`src/hdl/sexpr_pkg.sv`:
```
// Shared types and constants for the S-expression tokenizer.
// Holds the lexer state, the result record and the character codes.
// No dependencies; every other file of the block imports this package.
package sexpr_pkg;

   localparam int MAX_RESULTS = 2;
   localparam int Q_DEPTH     = 4;
   localparam int Q_PTR_W     = $clog2(Q_DEPTH);
   localparam int Q_CNT_W     = $clog2(Q_DEPTH + 1);

   localparam logic [1:0] SYM_LEN_MAX = 2'd2;

   localparam logic [2:0] KIND_SYMBOL = 3'd0;
   localparam logic [2:0] KIND_STRING = 3'd1;
   localparam logic [2:0] KIND_OPEN   = 3'd2;
   localparam logic [2:0] KIND_CLOSE  = 3'd3;
   localparam logic [2:0] KIND_EOI    = 3'd4;

   localparam logic EVENT_BYTE = 1'b0;
   localparam logic EVENT_END  = 1'b1;

   localparam logic [7:0] CH_HASH   = 8'h23;
   localparam logic [7:0] CH_MINUS  = 8'h2D;
   localparam logic [7:0] CH_DOT    = 8'h2E;
   localparam logic [7:0] CH_OPEN   = 8'h28;
   localparam logic [7:0] CH_CLOSE  = 8'h29;
   localparam logic [7:0] CH_QUOTE  = 8'h22;
   localparam logic [7:0] CH_BSLASH = 8'h5C;
   localparam logic [7:0] CH_SEMI   = 8'h3B;
   localparam logic [7:0] CH_LF     = 8'h0A;
   localparam logic [7:0] CH_CR     = 8'h0D;
   localparam logic [7:0] CH_SPACE  = 8'h20;
   localparam logic [7:0] CH_TAB    = 8'h09;
   localparam logic [7:0] CH_ZERO   = 8'h30;
   localparam logic [7:0] CH_NINE   = 8'h39;

   typedef enum logic [4:0] {
      MODE_NORMAL     = 5'b00001,
      MODE_STRING     = 5'b00010,
      MODE_ESCAPE     = 5'b00100,
      MODE_COMMENT    = 5'b01000,
      MODE_COMMENT_NL = 5'b10000
   } lex_mode_type;

   typedef struct packed {
      lex_mode_type mode;
      logic [1:0]   sym_len;
      logic         first_hash;
      logic         first_minus;
      logic         dot_seen;
      logic         not_numeric;
   } lex_state_type;

   typedef struct packed {
      logic       event_res;
      logic [2:0] token_kind;
      logic       is_numeric;
      logic [7:0] out_byte;
      logic       last;
   } result_type;

   localparam lex_state_type LEX_RESET = '{
      mode: MODE_NORMAL, sym_len: 2'd0, first_hash: 1'b0,
      first_minus: 1'b0, dot_seen: 1'b0, not_numeric: 1'b0
   };

endpackage

```
`src/hdl/sexpr_step.sv`:
```
// Combinational lexer step: next state and up to two results for one item.
// Depends on sexpr_pkg for the state, result record and character codes.
module sexpr_step (
   input  sexpr_pkg::lex_state_type cur_state,
   input  logic [7:0]               in_byte,
   input  logic                     at_end,
   output sexpr_pkg::lex_state_type nxt_state,
   output logic [1:0]               res_count,
   output sexpr_pkg::result_type    res_first,
   output sexpr_pkg::result_type    res_second
);
   import sexpr_pkg::*;

   logic          is_sep;
   logic          is_nl;
   logic          is_digit;
   logic          sym_pending;
   logic          sym_num;
   logic          do_classify;
   logic          normal_path;
   logic          pre_en;
   logic          main_en;
   result_type    pre_res;
   result_type    main_res;
   result_type    sym_end_res;
   lex_state_type st;

   function automatic result_type end_res(logic [2:0] kind);
      result_type r;
      r            = '0;
      r.event_res  = EVENT_END;
      r.token_kind = kind;
      return r;
   endfunction

   function automatic result_type byte_res(logic [7:0] c);
      result_type r;
      r           = '0;
      r.event_res = EVENT_BYTE;
      r.out_byte  = c;
      return r;
   endfunction

   function automatic lex_state_type clear_symbol(lex_state_type s);
      lex_state_type r;
      r             = s;
      r.sym_len     = 2'd0;
      r.first_hash  = 1'b0;
      r.first_minus = 1'b0;
      r.dot_seen    = 1'b0;
      r.not_numeric = 1'b0;
      return r;
   endfunction

   assign is_sep      = in_byte inside {CH_LF, CH_CR, CH_SPACE, CH_TAB};
   assign is_nl       = in_byte inside {CH_LF, CH_CR};
   assign is_digit    = in_byte inside {[CH_ZERO:CH_NINE]};
   assign sym_pending = (cur_state.sym_len != 2'd0);
   assign do_classify = sym_pending || ((in_byte != CH_HASH) && (in_byte != CH_MINUS));

   always_comb begin
      if (cur_state.first_hash) begin
         sym_num = (cur_state.sym_len == SYM_LEN_MAX);
      end else if (cur_state.first_minus) begin
         sym_num = (cur_state.sym_len == SYM_LEN_MAX) && !cur_state.not_numeric;
      end else begin
         sym_num = !cur_state.not_numeric;
      end
      sym_end_res            = end_res(KIND_SYMBOL);
      sym_end_res.is_numeric = sym_num;
   end

   always_comb begin
      st          = cur_state;
      pre_en      = 1'b0;
      main_en     = 1'b0;
      pre_res     = '0;
      main_res    = '0;
      normal_path = 1'b0;
      if (at_end) begin
         if (cur_state.mode == MODE_STRING || cur_state.mode == MODE_ESCAPE) begin
            pre_en  = 1'b1;
            pre_res = end_res(KIND_STRING);
         end else if (sym_pending) begin
            pre_en  = 1'b1;
            pre_res = sym_end_res;
         end
         main_en  = 1'b1;
         main_res = end_res(KIND_EOI);
         st       = LEX_RESET;
      end else begin
         case (cur_state.mode)
            MODE_STRING: begin
               if (in_byte == CH_QUOTE) begin
                  main_en  = 1'b1;
                  main_res = end_res(KIND_STRING);
                  st.mode  = MODE_NORMAL;
               end else if (in_byte == CH_BSLASH) begin
                  st.mode = MODE_ESCAPE;
               end else begin
                  main_en  = 1'b1;
                  main_res = byte_res(in_byte);
               end
            end
            MODE_ESCAPE: begin
               main_en  = 1'b1;
               main_res = byte_res(in_byte);
               st.mode  = MODE_STRING;
            end
            MODE_COMMENT: begin
               if (is_nl) begin
                  st.mode = MODE_COMMENT_NL;
               end
            end
            MODE_COMMENT_NL: begin
               normal_path = !is_nl;
            end
            default: begin
               normal_path = 1'b1;
            end
         endcase

         if (normal_path) begin
            st.mode = MODE_NORMAL;
            if (is_sep) begin
               if (sym_pending) begin
                  pre_en  = 1'b1;
                  pre_res = sym_end_res;
                  st      = clear_symbol(st);
               end
            end else if (in_byte == CH_OPEN || in_byte == CH_CLOSE) begin
               if (sym_pending) begin
                  pre_en  = 1'b1;
                  pre_res = sym_end_res;
                  st      = clear_symbol(st);
               end
               main_en  = 1'b1;
               main_res = end_res((in_byte == CH_OPEN) ? KIND_OPEN : KIND_CLOSE);
            end else if (in_byte == CH_SEMI) begin
               st.mode = MODE_COMMENT;
            end else if (in_byte == CH_QUOTE) begin
               if (sym_pending) begin
                  pre_en  = 1'b1;
                  pre_res = sym_end_res;
                  st      = clear_symbol(st);
               end
               st.mode = MODE_STRING;
            end else begin
               if (!sym_pending) begin
                  st.first_hash  = (in_byte == CH_HASH);
                  st.first_minus = (in_byte == CH_MINUS);
               end
               if (do_classify && !is_digit) begin
                  if (in_byte == CH_DOT && !cur_state.dot_seen) begin
                     st.dot_seen = 1'b1;
                  end else begin
                     st.not_numeric = 1'b1;
                  end
               end
               if (cur_state.sym_len != SYM_LEN_MAX) begin
                  st.sym_len = cur_state.sym_len + 2'd1;
               end
               main_en  = 1'b1;
               main_res = byte_res(in_byte);
            end
         end
      end
   end

   always_comb begin
      nxt_state  = st;
      res_count  = {1'b0, pre_en} + {1'b0, main_en};
      res_first  = '0;
      res_second = '0;
      if (pre_en && main_en) begin
         res_first       = pre_res;
         res_second      = main_res;
         res_second.last = 1'b1;
      end else if (pre_en) begin
         res_first      = pre_res;
         res_first.last = 1'b1;
      end else if (main_en) begin
         res_first      = main_res;
         res_first.last = 1'b1;
      end
   end

endmodule

```
`src/hdl/sexpr_outq.sv`:
```
// Result queue: takes up to two results per cycle, hands out one per cycle on each pop.
// Depends on sexpr_pkg for the result record and the queue sizing constants.
module sexpr_outq (
   input  logic                  clock,
   input  logic                  reset,
   input  logic [1:0]            push_count,
   input  sexpr_pkg::result_type push_first,
   input  sexpr_pkg::result_type push_second,
   input  logic                  pop,
   output logic                  has_room,
   output logic                  head_valid,
   output sexpr_pkg::result_type head_res
);
   import sexpr_pkg::*;

   result_type         q_ff [Q_DEPTH];
   logic [Q_PTR_W-1:0] head_ff;
   logic [Q_PTR_W-1:0] head_in;
   logic [Q_CNT_W-1:0] count_ff;
   logic [Q_CNT_W-1:0] count_in;
   logic [Q_PTR_W-1:0] tail;
   logic [Q_PTR_W-1:0] tail_next;

   assign tail       = head_ff + count_ff[Q_PTR_W-1:0];
   assign tail_next  = tail + Q_PTR_W'(1);
   assign has_room   = (count_ff <= Q_CNT_W'(Q_DEPTH - MAX_RESULTS));
   assign head_valid = (count_ff != '0);
   assign head_res   = q_ff[head_ff];
   assign head_in    = pop ? head_ff + Q_PTR_W'(1) : head_ff;
   assign count_in   = count_ff + Q_CNT_W'(push_count) - Q_CNT_W'(pop);

   always_ff @(posedge clock) begin
      if (push_count != 2'd0) begin
         q_ff[tail] <= push_first;
      end
      if (push_count == 2'd2) begin
         q_ff[tail_next] <= push_second;
      end
   end

   always_ff @(posedge clock) begin
      if (reset) begin
         head_ff  <= '0;
         count_ff <= '0;
      end else begin
         head_ff  <= head_in;
         count_ff <= count_in;
      end
   end

endmodule

```
`src/hdl/sexpr_tokenizer.sv`:
```
// Top level of the streaming S-expression tokenizer.
// Depends on sexpr_pkg, sexpr_step (lexer logic) and sexpr_outq (result queue).
//
// The req channel carries one source byte per transfer, or an end-of-input
// mark when req_at_end is high. The rsp channel carries token events: a
// content byte (rsp_event_res low) or a token end with its kind, and for a
// symbol whether it reads as a number. rsp_last marks the final result that
// one request caused; a request may cause zero, one or two results.
// The lexer state updates in the cycle of the request transfer and the
// results are registered in a four-entry queue before they show on rsp.
// A request is taken every cycle while the queue holds at most two results;
// a request that causes two results leaves on rsp one result at a time, so
// sustained throughput is one byte per cycle for input that yields at most
// one result per byte. When the receiver stalls the queue fills and
// req_ready drops until room for two results returns.
// Reset empties the queue and puts the lexer in its normal mode with no
// symbol pending; an end-of-input transfer returns it to that same state.
module sexpr_tokenizer (
   input  logic       clock,
   input  logic       reset,
   input  logic       req_valid,
   output logic       req_ready,
   input  logic [7:0] req_in_byte,
   input  logic       req_at_end,
   output logic       rsp_valid,
   input  logic       rsp_ready,
   output logic       rsp_event_res,
   output logic [2:0] rsp_token_kind,
   output logic       rsp_is_numeric,
   output logic [7:0] rsp_out_byte,
   output logic       rsp_last
);
   import sexpr_pkg::*;

   lex_state_type state_ff;
   lex_state_type state_in;
   lex_state_type step_state;
   logic [1:0]    step_count;
   result_type    step_first;
   result_type    step_second;
   result_type    head_res;
   logic          req_xfer;
   logic          has_room;

   assign req_ready = has_room;
   assign req_xfer  = req_valid && has_room;
   assign state_in  = req_xfer ? step_state : state_ff;

   sexpr_step u_step (
      .cur_state  (state_ff),
      .in_byte    (req_in_byte),
      .at_end     (req_at_end),
      .nxt_state  (step_state),
      .res_count  (step_count),
      .res_first  (step_first),
      .res_second (step_second)
   );

   sexpr_outq u_outq (
      .clock       (clock),
      .reset       (reset),
      .push_count  (req_xfer ? step_count : 2'd0),
      .push_first  (step_first),
      .push_second (step_second),
      .pop         (rsp_valid && rsp_ready),
      .has_room    (has_room),
      .head_valid  (rsp_valid),
      .head_res    (head_res)
   );

   always_ff @(posedge clock) begin
      if (reset) begin
         state_ff <= LEX_RESET;
      end else begin
         state_ff <= state_in;
      end
   end

   assign rsp_event_res  = head_res.event_res;
   assign rsp_token_kind = head_res.token_kind;
   assign rsp_is_numeric = head_res.is_numeric;
   assign rsp_out_byte   = head_res.out_byte;
   assign rsp_last       = head_res.last;

endmodule

```
`config.mk`:
```
export PLATFORM = sky130hd
export DESIGN_NAME = sexpr_tokenizer
export DESIGN_NICKNAME = d
export VERILOG_FILES = /design/src/hdl/sexpr_pkg.sv /design/src/hdl/sexpr_step.sv /design/src/hdl/sexpr_outq.sv /design/src/hdl/sexpr_tokenizer.sv
export SDC_FILE = /design/constraint.sdc
export NUM_CORES = 1
export LEC_CHECK = 0
export BUFFER_PORTS_ARGS = -buffer_cell sky130_fd_sc_hd__buf_2
export CAP_MARGIN = 20
export CORE_MARGIN = 1.5
export CORE_UTILIZATION = 35
export DETAILED_ROUTE_END_ITERATION = 12
export HOLD_SLACK_MARGIN = 0.12
export PLACE_DENSITY = 0.58
export SYNTH_ARGS = -nofsm -noshare
export SYNTH_HDL_FRONTEND = slang
export SYNTH_SLANG_ARGS = --single-unit
```
`constraint.sdc`:
```
create_clock -name clock -period 8.55 [get_ports clock]
set_input_delay 0.4275 -clock clock [delete_from_list [all_inputs] [get_ports clock]]
set_output_delay 0.4275 -clock clock [all_outputs]
set_load 0.05 [all_outputs]
```
* Yosys cells after proc, flatten, opt, wreduce, memory -nomap -nowiden
Memory sizes are Yosys's and may differ from the RTL's. A register that Yosys moved wholly into a read port is not among the register bits.
Cells that the tools add are included.
** Operators by class
- $add $sub $neg :: 7
- Order comparisons :: 3
- Equality and inequality tests :: 26
- Mux-type cells :: 68
- Reductions and logical operators :: 31
** Operators with widths (count)
- $mux 14 :: 19
- $eq 8x6->1 const B :: 8
- $mux 11 :: 4
- $pmux 14 s2 :: 1
- $mux 1 :: 26
- $eq 8x4->1 const B :: 3
- $reduce_bool 5->1 :: 4
- $mux 6 :: 3
- $ne 8x6->1 const B :: 2
- $mux 5 :: 3
- $pmux 5 s3 :: 1
- $mux 2 :: 7
- $reduce_and 4->1 :: 3
- $reduce_and 5->1 :: 2
- $mux 9 :: 1
- $eq 8x7->1 const B :: 1
- $ge 8x6->1 const B :: 1
- $le 8x6->1 const B :: 1
- $logic_and 1x1->1 :: 8
- $ne 4x2->1 const B :: 2
- $reduce_bool 2->1 :: 4
- $add 2x1->2 const B :: 3
- $eq 5x2->1 const B :: 1
- $eq 5x3->1 const B :: 1
- 19 further kinds :: 26
** Word-level totals
- Register bits after elaboration :: 16
- RAM bits :: 56
- Output and inout bits :: 16
- Memories kept :: 1
** Memories
- u_outq.q_ff :: words 4, bits a word 14, rd ports 1, clocked after memory_dff 1, write ports 2, RTL line sexpr_outq.sv:16 : result_type q_ff [Q_DEPTH];

* Depth between registers and ports, before layout
Gate-level depths: netlist (run 1).
- Depth in word-level cells :: 15
- Gate-level depth with buffers :: 16

* Hierarchy
A second synthesis (run 1) with hierarchy kept.
** Second synthesis, totals
- Cell total of the unflattened synthesis :: 414
- Area total of the unflattened synthesis :: 4797.1 um2
** By module, submodules not included
- sexpr_outq :: times used 1, cells an instance 180, area each 3145.5 um2, sequential area each 1821.7 um2
- sexpr_step :: times used 1, cells an instance 183, area each 1162.4 um2, sequential area each 0.0 um2
- sexpr_tokenizer :: times used 1, cells an instance 51, area each 489.2 um2, sequential area each 220.2 um2

* Worst setup path after synthesis (run 1)
Ideal clock, no wire load.
- Path kind :: input to register
- Start point :: input req_in_byte[5]
- End point :: register u_outq.count_ff[2]
- Library setup time :: 128 ps
- Arrival :: 3416 ps
- Required time :: 8422 ps
- Setup slack :: 5007 ps
- Cell stages on the path :: 13
- Cells stage by stage :: buf_2 > and4bb_1 > a32o_1 > a222oi_1 > a211o_2 > ha_1 > clkbuf_1 > nand2_1 > ha_1 > fa_1 > xnor2_1 > xnor2_1 > nor2_1
** On the way
- Longest elaborated chain between the ends :: 14
** RTL lines
- start: declaration :: RTL line sexpr_tokenizer.sv:23 : input logic [7:0] req_in_byte,
- $eq 8x7->1 :: RTL line sexpr_step.sv:98 : end else if (in_byte == CH_BSLASH) begin
- $mux 1 :: RTL line sexpr_step.sv:98
- $mux 1 :: RTL line sexpr_step.sv:94 : if (in_byte == CH_QUOTE) begin
- $pmux 1 s2 :: RTL line sexpr_step.sv:92 : case (cur_state.mode)
- $mux 1 :: RTL line sexpr_step.sv:141 : end else if (in_byte == CH_QUOTE) begin
- $mux 1 :: RTL line sexpr_step.sv:139 : end else if (in_byte == CH_SEMI) begin
- $mux 1 :: RTL line sexpr_step.sv:131 : end else if (in_byte == CH_OPEN || in_byte == CH_CLOSE) begin
- $mux 1 :: RTL line sexpr_step.sv:125 : if (is_sep) begin
- $mux 1 :: RTL line sexpr_step.sv:123 : if (normal_path) begin
- $mux 1 :: RTL line sexpr_step.sv:80 : if (at_end) begin
- $add 1x1->2 (*) :: RTL line sexpr_step.sv:172 : res_count = {1'b0, pre_en} + {1'b0, main_en};
- $mux 2 (*) :: RTL line sexpr_tokenizer.sv:62 : .push_count (req_xfer ? step_count : 2'd0),
- $add 3x2->3 (*) :: RTL line sexpr_outq.sv:30 : assign count_in = count_ff + Q_CNT_W'(push_count) - Q_CNT_W'(pop);
- $sub 3x1->3 (*) :: RTL line sexpr_outq.sv:30
- end signal: assignment :: RTL line sexpr_outq.sv:47 : count_ff <= count_in;
- end: declaration :: RTL line sexpr_outq.sv:19 : logic [Q_CNT_W-1:0] count_ff;
Every way passes the cells marked *; elsewhere a longest branch is shown, timed or not. The select of a mux whose other input is x is not followed.
A chain may end at the register's enable or synchronous reset.

==> results of run 1 <==
## report_power, final
group / switching, mW / internal [mW] / total, mW
sequential: 0.0432 / 0.479 / 0.523
combinational: 0.370 / 0.167 / 0.536
clock: 0.163 / 0.232 / 0.394
total: 0.576 / 0.878 / 1.45
## per-layer routing
layer	vias up	share of wire
li1	1583	-
met1	1610	0.44
met2	102	0.49
met3	19	0.054
met4	0	0.019
met5	-	0
## final timing paths
path,to,slack (ns),cells past startpoint
setup reg to reg,u_outq.q_ff[0][4],4.35,9
hold / removal,u_outq.count_ff[1],0.42,2
setup / recovery,u_outq.q_ff[0][4],4.35,9
hold reg to reg,state_ff[2],0.48,2
## kinds of logic (layout without fill, tap and decap cells)
kind of cell	count (synthesis)	after routing
and+or+nand+nor	179	179
AOI/OAI and AO/OA	82	82
DFF	74	74
buffers and inverters	37	62
muxes	14	14
adders and majority gates	8	8
xor gates and xnor gates	8	8
## area by class of cell
class | count | area, um^2 | area share
multi-input combinational | 291 | 2070 | 0.433
sequential | 74 | 2000 | 0.419
clock buffer | 9 | 225 | 0.0472
tap | 143 | 179 | 0.0375
timing repair buffer | 29 | 155 | 0.0325
clock inverter | 7 | 83.8 | 0.0176
inverter | 17 | 63.8 | 0.0134
## critical path: stages, from the launching register on
cell and delay (ns):
dfxtp_1 0.44, xnor2_1 0.19, o21ai_1 0.16, a22oi_1 0.91, a21oi_2 0.32, inv_1 0.13, ha_1 0.45, nor2_1 0.13
or4_1 0.55, nand2_1 0.54
## registers in the layout (all words and copies together) (netlist names), named ones only
signal	count
state_ff	11
u_outq.q_ff	56
u_outq.head_ff	2
u_outq.count_ff	3
## stage by stage
stage	power, mW	util
global route	1.52	0.413
finish	1.45	0.413
detailed placement	1.06	0.385
floorplan	0.939	-
global placement	1.06	0.385
CTS	1.46	0.412
## cells in the final DEF (no fill, tap or decap), types with 5 or more instances in the layout
cell	netlist	routed
nor2_1	56	56
edfxtp_1	52	52
nand2_1	31	31
buf_2	4	28
dfxtp_1	22	22
nand3_1	21	21
inv_1	17	17
a21oi_1	16	16
mux4_2	14	14
o21ai_0	12	12
clkbuf_16	0	9
o32ai_1	8	8
or4_1	7	7
ha_1	7	7
xnor2_1	6	6
a32o_1	6	6
or2_2	6	6
nor3_1	5	5
nand2b_1	5	5
nand4_1	5	5
a31oi_1	5	5
==> results.yml, run 1 <==
outcome:
  status: "complete, no violations"
floorplanning:
  start_util: 0.364
  placeableCoreArea_um2: 11600
  die_h_um: 113
  dieArea_um2: 12700
  io_pins: 29
  fp.dieW_um: 113
  fp-row-count: 39
clock_network:
  ctsResizeCount: 0
  tritoncts: "yes"
  postCtsSetupRepairBufs: 0
  clock-sinks: 74
  cts_buffers: 9
  clock_path_buffers: 2
  hold_buffers: 0
  clock_latency_ns: 0.34
  cts.clk_slew.worst_paths_ns: 0.06
  htree_levels: 3
  clockRootBuffer: "clkbuf_16"
grt:
  use_met3: 0.0343
  grt_max_degree: 16
  use_met2: 0.289
  grt_pass1_vias: 3130
  top_usage_layer: "met2"
  grt-ovfl-total: 0
  antenna_found_initial: 0
  gr-usage-all-layers: 0.171
  grt_use_met1: 0.221
  grt_pass1_wl_um: 16900
yosys:
  synth_common_cells: "56 x nor2_1, 52 x edfxtp_1, 31 x nand2_1"
  syn_inst: 402
  synth_area_um2: 4210
  synth_top_area_share: 0.371
  synth_xor_area_frac: 0.0166
  synth-adder-area-share: 0.0255
  synth_edf_count: 52
  syn-num-nets: 423
  synthMuxAreaShare: 0.0748
  synth_area_leader_cell: "edfxtp_1"
  dominantRegCellSynth: "edfxtp_1"
  synth_most_common_cell: "nor2_1"
  synth_top_family_by_area: "simple AND/OR/NAND/NOR gates"
  synth-simple-area-share: 0.226
  synth_seq_area_share: 0.475
  synth_cell_type_count: 67
  yosys-top-cells-area: "edfxtp_1 37%, dfxtp_1 10%, mux4_2 7.5%"
  ys_warn_count: 0
  synth_area_per_cell_um2: 10.5
  ys_ff_latch: 74
  synth_compound_area_frac: 0.147
  synthArstFlopShare: 0
detailed_routing:
  drt_first_iter_violations: 187
  wirelength_um: 10500
  drc: 0
  vias_per_cell: 5.81
  final_antenna_net_count: 0
  vias: 3314
  drt-pass1-iter-count: 7
  avgRoutedWirePerCell_um: 18.3
timing:
  setup_viol: 0
  min_period_over_period: 0.491
  slew_headroom: 0.247
  hold_viol_final: 0
  finalCriticalPeriod_ns: 4.20
  tightestPinTransition_ns: 1.13
  setup_slack_ns: 4.35
  fmax_mhz: 238
  slew_viol_final: 0
  rsz0062_at_grt: "no"
  setup_tns_ns: 0
  fin_hold_ws_ns: 0.417
  finalClockSkew_ns: 0.00391
layout:
  fillCellCount: 1096
  syn_to_final_growth_pct: 13.4
  drive_above_1_share: 0.194
  n_antenna_cell: 0
  final_cells: 570
  design_area_um2: 4780
  nets: 443
setup_path:
  worstPathRequired_ns: 8.52
  rr_startpoint: "state_ff[8]"
  startpoint: "state_ff[8]"
  worstPathArrival_ns: 4.17
  critPathLaunchType: "flip-flop"
  path_class: "reg2reg"
  endpoint_kind: "flip-flop"
  worst-path-max-fanout: 15
power_and_ir_drop:
  ir_drop_mv: 0.111
  power.density_nw_per_um2: 304
  leakagePower_nw: 1.65
placed_design:
  dp_slack_ns: 4.20
  place_area_um2: 4450
  io_buffers: 28
  gp_congestion: 0.941
  place_hpwl_um: 7440
  dpl.cell_count: 553
flow_run:
  drv_cap: 0
min_path:
  holdCritPathClass: "in2reg"
  min_from: "reset"
(Power assumes the default switching activity.)
==> inputs of run 2 (changes only) <==
--- a/config.mk
+++ b/config.mk
@@ -11,7 +11,7 @@
 export CORE_UTILIZATION = 35
 export DETAILED_ROUTE_END_ITERATION = 12
 export HOLD_SLACK_MARGIN = 0.12
-export PLACE_DENSITY = 0.58
+export PLACE_DENSITY = 0.6
 export SYNTH_ARGS = -nofsm -noshare
 export SYNTH_HDL_FRONTEND = slang
 export SYNTH_SLANG_ARGS = --single-unit
==> constraint.sdc (replaced) <==
create_clock -name clock -period 3.7 [get_ports clock]
set_input_delay 0.185 -clock clock [delete_from_list [all_inputs] [get_ports clock]]
set_output_delay 0.185 -clock clock [all_outputs]
set_load 0.05 [all_outputs]
==> run 2 against run 1 <==
Compared with the run above:
- clock power grew 120%
- combinational power grew to 2.5 times the previous value
- sequential share of layout area shrank 1.2 points
- critical path type unchanged
- power grew 130%
- setup slack lost 4.0 ns
- via count grew 0.63%
==> results.yml, run 2 (same netlist as run 1, synthesis figures left out) <==
timing:
  slew_headroom: 0.490
  hold_viol_final: 0
  setup_viol: 0
  finalClockSkew_ns: 0.00808
  tightestPinTransition_ns: 0.764
  setup_slack_ns: 0.328
  slew_viol_final: 0
  finalCriticalPeriod_ns: 3.37
  rsz0062_at_grt: "no"
  fmax_mhz: 297
  setup_tns_ns: 0
  min_period_over_period: 0.911
floorplanning:
  placeableCoreArea_um2: 11600
  fp.dieW_um: 113
  start_util: 0.364
  die_h_um: 113
  dieArea_um2: 12700
  fp-row-count: 39
  io_pins: 29
clock_network:
  ctsResizeCount: 0
  postCtsSetupRepairBufs: 0
  clock-sinks: 74
  clock_latency_ns: 0.34
  cts_buffers: 9
  htree_levels: 3
  hold_buffers: 0
  tritoncts: "yes"
  clock_path_buffers: 2
  clockRootBuffer: "clkbuf_16"
  cts.clk_slew.worst_paths_ns: 0.06
layout:
  syn_to_final_growth_pct: 16.7
  largest_reg_flops: 56
  final_util: 0.425
  final_cells: 583
  layout_commonest_cell: "nor2_1"
  n_antenna_cell: 0
  reg_top3: "u_outq.q_ff: 56 flops, state_ff: 11 flops, u_outq.count_ff: 3 flops"
  drive_above_1_share: 0.223
  layout_common_cells: "56 x nor2_1, 52 x edfxtp_1, 31 x nand2_1, 28 x buf_2"
  top_register: "u_outq.q_ff"
  nets: 456
  fillCellCount: 1103
setup_path:
  worstRegToRegCells: 14
  worstPathRequired_ns: 3.92
  crit_chain: "or3b_1 > o21ai_2 > a222oi_1 > a211o_2 > ha_1 > nand2_1 > ha_1 > inv_1 > ha_1 > inv_1 > fa_1 > xnor2_1 > xnor2_1 > nor2_1"
  cp_slowest_cell: "a211o_2"
  rr_startpoint: "state_ff[9]"
  r2r_end: "u_outq.count_ff[2]"
  max_stage_delay_ns: 0.45
  worstPathArrival_ns: 3.60
  critPathMostFrequentCell: "ha_1"
  path_class: "reg2reg"
  worst-path-max-fanout: 7
  r2r_slack_ns: 0.33
  cp_top_family: "adder cells"
  cp.buffers_inverters: 2
  critPathLaunchType: "flip-flop"
  endpoint_kind: "flip-flop"
grt:
  grt_max_degree: 15
  grt_pass1_vias: 3278
  antenna_found_initial: 0
  grt-ovfl-total: 0
  gr-usage-all-layers: 0.177
  grt_pass1_wl_um: 17400
detailed_routing:
  drc: 0
  drt-pass1-iter-count: 5
  wirelength_um: 10600
  avgRoutedWirePerCell_um: 18.1
  drt_first_iter_violations: 212
  vias: 3335
  vias_per_cell: 5.72
  final_antenna_net_count: 0
flow_run:
  drv_cap: 0
placed_design:
  dpl.cell_count: 566
  gp_congestion: 0.873
  dp_slack_ns: 0.152
  io_buffers: 28
  place_hpwl_um: 7570
power_and_ir_drop:
  leakagePower_nw: 1.72
  ir_drop_mv: 0.242
  total_power_mw: 3.40
  power.density_nw_per_um2: 692
min_path:
  whs_path_depth: 2
  worstHoldEndpoint: "u_outq.count_ff[1]"
  holdCritPathClass: "in2reg"
  min_from: "reset"
outcome:
  status: "complete, no violations"
-- run 2: cell types whose count changed in the layout (fill, tap and decap cells not counted), sizes merged --
cell / before / now
buf: 29 / 42
clkbuf: 9 / 10
inv: 21 / 18
clkinv: 1 / 3
-- run 2: area by class of cell --
class	instances	area, um^2	share of cell area
inverter	17	63.8	0.0130
clock buffer	10	229	0.0466
timing repair buffer	42	290	0.0591
sequential	74	2000	0.408
tap	143	179	0.0364
clock inverter	6	65.1	0.0132
multi-input combinational	291	2080	0.424
-- run 2: worst max path at each step --
stage / start / endpoint / slack [ns] / depth (start not counted)
after floorplan: state_ff[8] / u_outq.count_ff[2] / 0.37 / 12
after global placement: state_ff[9] / u_outq.count_ff[2] / 0.23 / 15
after detailed placement: state_ff[9] / u_outq.count_ff[2] / 0.15 / 15
after CTS: state_ff[9] / u_outq.count_ff[2] / 0.15 / 15
after global routing: state_ff[9] / u_outq.count_ff[2] / 0.05 / 14
final: state_ff[9] / u_outq.count_ff[2] / 0.33 / 14
-- run 2: metrics by stage --
| step | instance area [um^2] | hold WS, ns |
|---|---|---|
| 4_1_cts | 4870 | 0.167 |
| 3_5_place_dp | 4570 | 0.464 |
| 2_1_floorplan | 4210 | 0.257 |
| 3_3_place_gp | 4570 | 0.452 |
| 6_report | 4910 | 0.170 |
| 5_1_grt | 4910 | 0.188 |
-- run 2: where the power goes --
group | switching, mW | internal, mW | total [mW] | leakage (nW)
clock network | 0.353 | 0.523 | 0.876 | 0.143
registers | 0.0793 | 1.10 | 1.18 | 0.664
logic | 0.891 | 0.450 | 1.34 | 0.916
total | 1.32 | 2.08 | 3.40 | 1.72
-- run 2: metal layers --
| metal | global-route usage | wire length (um) |
|---|---|---|
| met1 | 0.232 | 4730 |
| met2 | 0.282 | 5000 |
| met3 | 0.0337 | 547 |
| met4 | 0.0878 | 282 |
| met5 | 0 | 0 |
==> inputs of run 3 (changes only) <==
--- a/config.mk
+++ b/config.mk
@@ -12,6 +12,7 @@
 export DETAILED_ROUTE_END_ITERATION = 12
 export HOLD_SLACK_MARGIN = 0.12
 export PLACE_DENSITY = 0.6
+export RECOVER_POWER = 50
 export SYNTH_ARGS = -nofsm -noshare
 export SYNTH_HDL_FRONTEND = slang
 export SYNTH_SLANG_ARGS = --single-unit
==> run 3 against run 2 <==
Compared with the run above:
- die area did not move
- flip-flop and latch count stayed put
- utilization down 0.47 points
- largest cell class unchanged
- highest routed layer unchanged
- sequential power about the same
- register-to-register slack worse by 0.03 ns
- non-clock buffer count stayed put
- via count increased by 0.12%
- setup slack lost 0.032 ns
- sequential share of layout area is 0.45 points higher
==> results.yml, run 3 (same netlist as run 1, synthesis figures left out) <==
power_and_ir_drop:
  total_power_mw: 3.36
  pwr-share-comb: 0.387
  leakagePower_nw: 1.66
  power.density_nw_per_um2: 692
  p_seq_frac: 0.352
  ir_drop_mv: 0.236
  clockPowerShare: 0.261
  swShare: 0.395
  p_int_mw: 2.03
  switchingPower_mw: 1.33
detailed_routing:
  wirelength_um: 10600
  drt-pass1-iter-count: 4
  final_antenna_net_count: 0
  drc: 0
  drt_first_iter_violations: 197
  avgRoutedWirePerCell_um: 18.2
  vias_per_cell: 5.73
  vias: 3339
setup_path:
  path_class: "reg2reg"
  startpoint: "state_ff[9]"
  cp.depth: 9
  worstPathArrival_ns: 3.40
  max_stage_delay_ns: 0.58
  cp.buffers_inverters: 1
  cp_slowest_cell: "or4_1"
  worstPathRequired_ns: 3.70
  endpoint_kind: "flip-flop"
  crit_chain: "or3b_1 > o21ai_2 > a222oi_1 > a211o_2 > ha_1 > nor2_1 > or4_1 > nand2_1 > clkbuf_2"
  worst-path-max-fanout: 12
  worstRegToRegCells: 9
  cp_top_family: "simple AND/OR/NAND/NOR gates"
  rr_startpoint: "state_ff[9]"
  critPathLaunchType: "flip-flop"
floorplanning:
  start_util: 0.364
  io_pins: 29
  dieArea_um2: 12700
  fp-row-count: 39
  fp.dieW_um: 113
  placeableCoreArea_um2: 11600
  die_h_um: 113
timing:
  setup_tns_ns: 0
  rsz0062_at_grt: "no"
  tightestPinTransition_ns: 0.851
  hold_viol_final: 0
  min_period_over_period: 0.920
  slew_viol_final: 0
  setup_viol: 0
  setup_slack_ns: 0.296
  slew_headroom: 0.425
  fmax_mhz: 294
  finalClockSkew_ns: 0.00662
  finalCriticalPeriod_ns: 3.40
layout:
  layout_common_cells: "56 x nor2_1, 52 x edfxtp_1, 31 x nand2_1, 21 x nand3_1, 21 x dfxtp_1"
  drive_above_1_share: 0.175
  multiInputGateArea_um2: 2080
  syn_to_final_growth_pct: 15.4
  nets: 456
  layout_commonest_cell: "nor2_1"
  largest_reg_flops: 56
  seq_area_um2: 2000
  n_antenna_cell: 0
  design_area_um2: 4860
  fillCellCount: 1113
  final_util: 0.420
  reg_top3: "u_outq.q_ff: 56 flops, state_ff: 11 flops, u_outq.count_ff: 3 flops"
  top_register: "u_outq.q_ff"
min_path:
  min_from: "reset"
  whs_path_depth: 2
  holdCritPathClass: "in2reg"
clock_network:
  clock_path_buffers: 2
  cts_buffers: 9
  htree_levels: 3
  tritoncts: "yes"
  clock_latency_ns: 0.34
  clock-sinks: 74
  clockRootBuffer: "clkbuf_16"
  cts.clk_slew.worst_paths_ns: 0.06
  hold_buffers: 0
grt:
  antenna_found_initial: 0
  grt_max_degree: 15
  gr-usage-all-layers: 0.177
  grt_pass1_vias: 3278
  grt_pass1_wl_um: 17400
  grt-ovfl-total: 0
placed_design:
  gp_congestion: 0.873
  dp_slack_ns: 0.152
  io_buffers: 28
  place_area_um2: 4570
  place_hpwl_um: 7570
flow_run:
  drv_cap: 0
outcome:
  status: "complete, no violations"
## run 3: cell types whose count changed in the layout (fill, tap and decap cells not counted), sizes merged
cell	previous run	this run
clkbuf	10	30
buf	42	22
## run 3: power groups by stage
| stage | sequential, mW | clock [mW] | combinational (mW) |
|---|---|---|---|
| 5_1_grt | 1.20 | 0.913 | 1.42 |
| 3_3_place_gp | 1.22 | 0 | 1.28 |
| 4_1_cts | 1.22 | 0.891 | 1.29 |
| 3_5_place_dp | 1.24 | 0 | 1.29 |
| 6_report | 1.18 | 0.878 | 1.30 |
| 2_1_floorplan | 1.16 | 0 | 1.01 |
## run 3: timing repair
action                                  CTS  global route
resized for setup                         0             4
endpoints found under the setup margin    0            36
setup buffers                             0             0
## run 3: worst paths after layout
check | to | slack [ns]
max | u_outq.q_ff[2][12] | 0.30
min | u_outq.count_ff[1] | 0.17
max reg2reg | u_outq.q_ff[2][12] | 0.30
min reg2reg | state_ff[2] | 0.47
## run 3: metal layers
layer	part of all wire	up-vias	GRT usage
met3	0.046	21	0.0337
met5	0	-	0
met1	0.46	1621	0.232
met4	0.026	0	0.0878
li1	-	1604	-
met2	0.47	93	0.282
## run 3: metrics by stage
stage | std cells | hold WS, ns
2_1_floorplan | 402 | 0.257
3_3_place_gp | 566 | 0.452
3_5_place_dp | 566 | 0.464
4_1_cts | 582 | 0.167
5_1_grt | 583 | 0.188
6_report | 583 | 0.168
## run 3: area by class of cell
cell class / instances / area share
inverter: 17 / 0.0131
clock inverter: 6 / 0.0134
multi-input combinational: 291 / 0.427
sequential: 74 / 0.412
timing repair buffer: 42 / 0.0502
clock buffer: 10 / 0.0471
tap: 143 / 0.0368
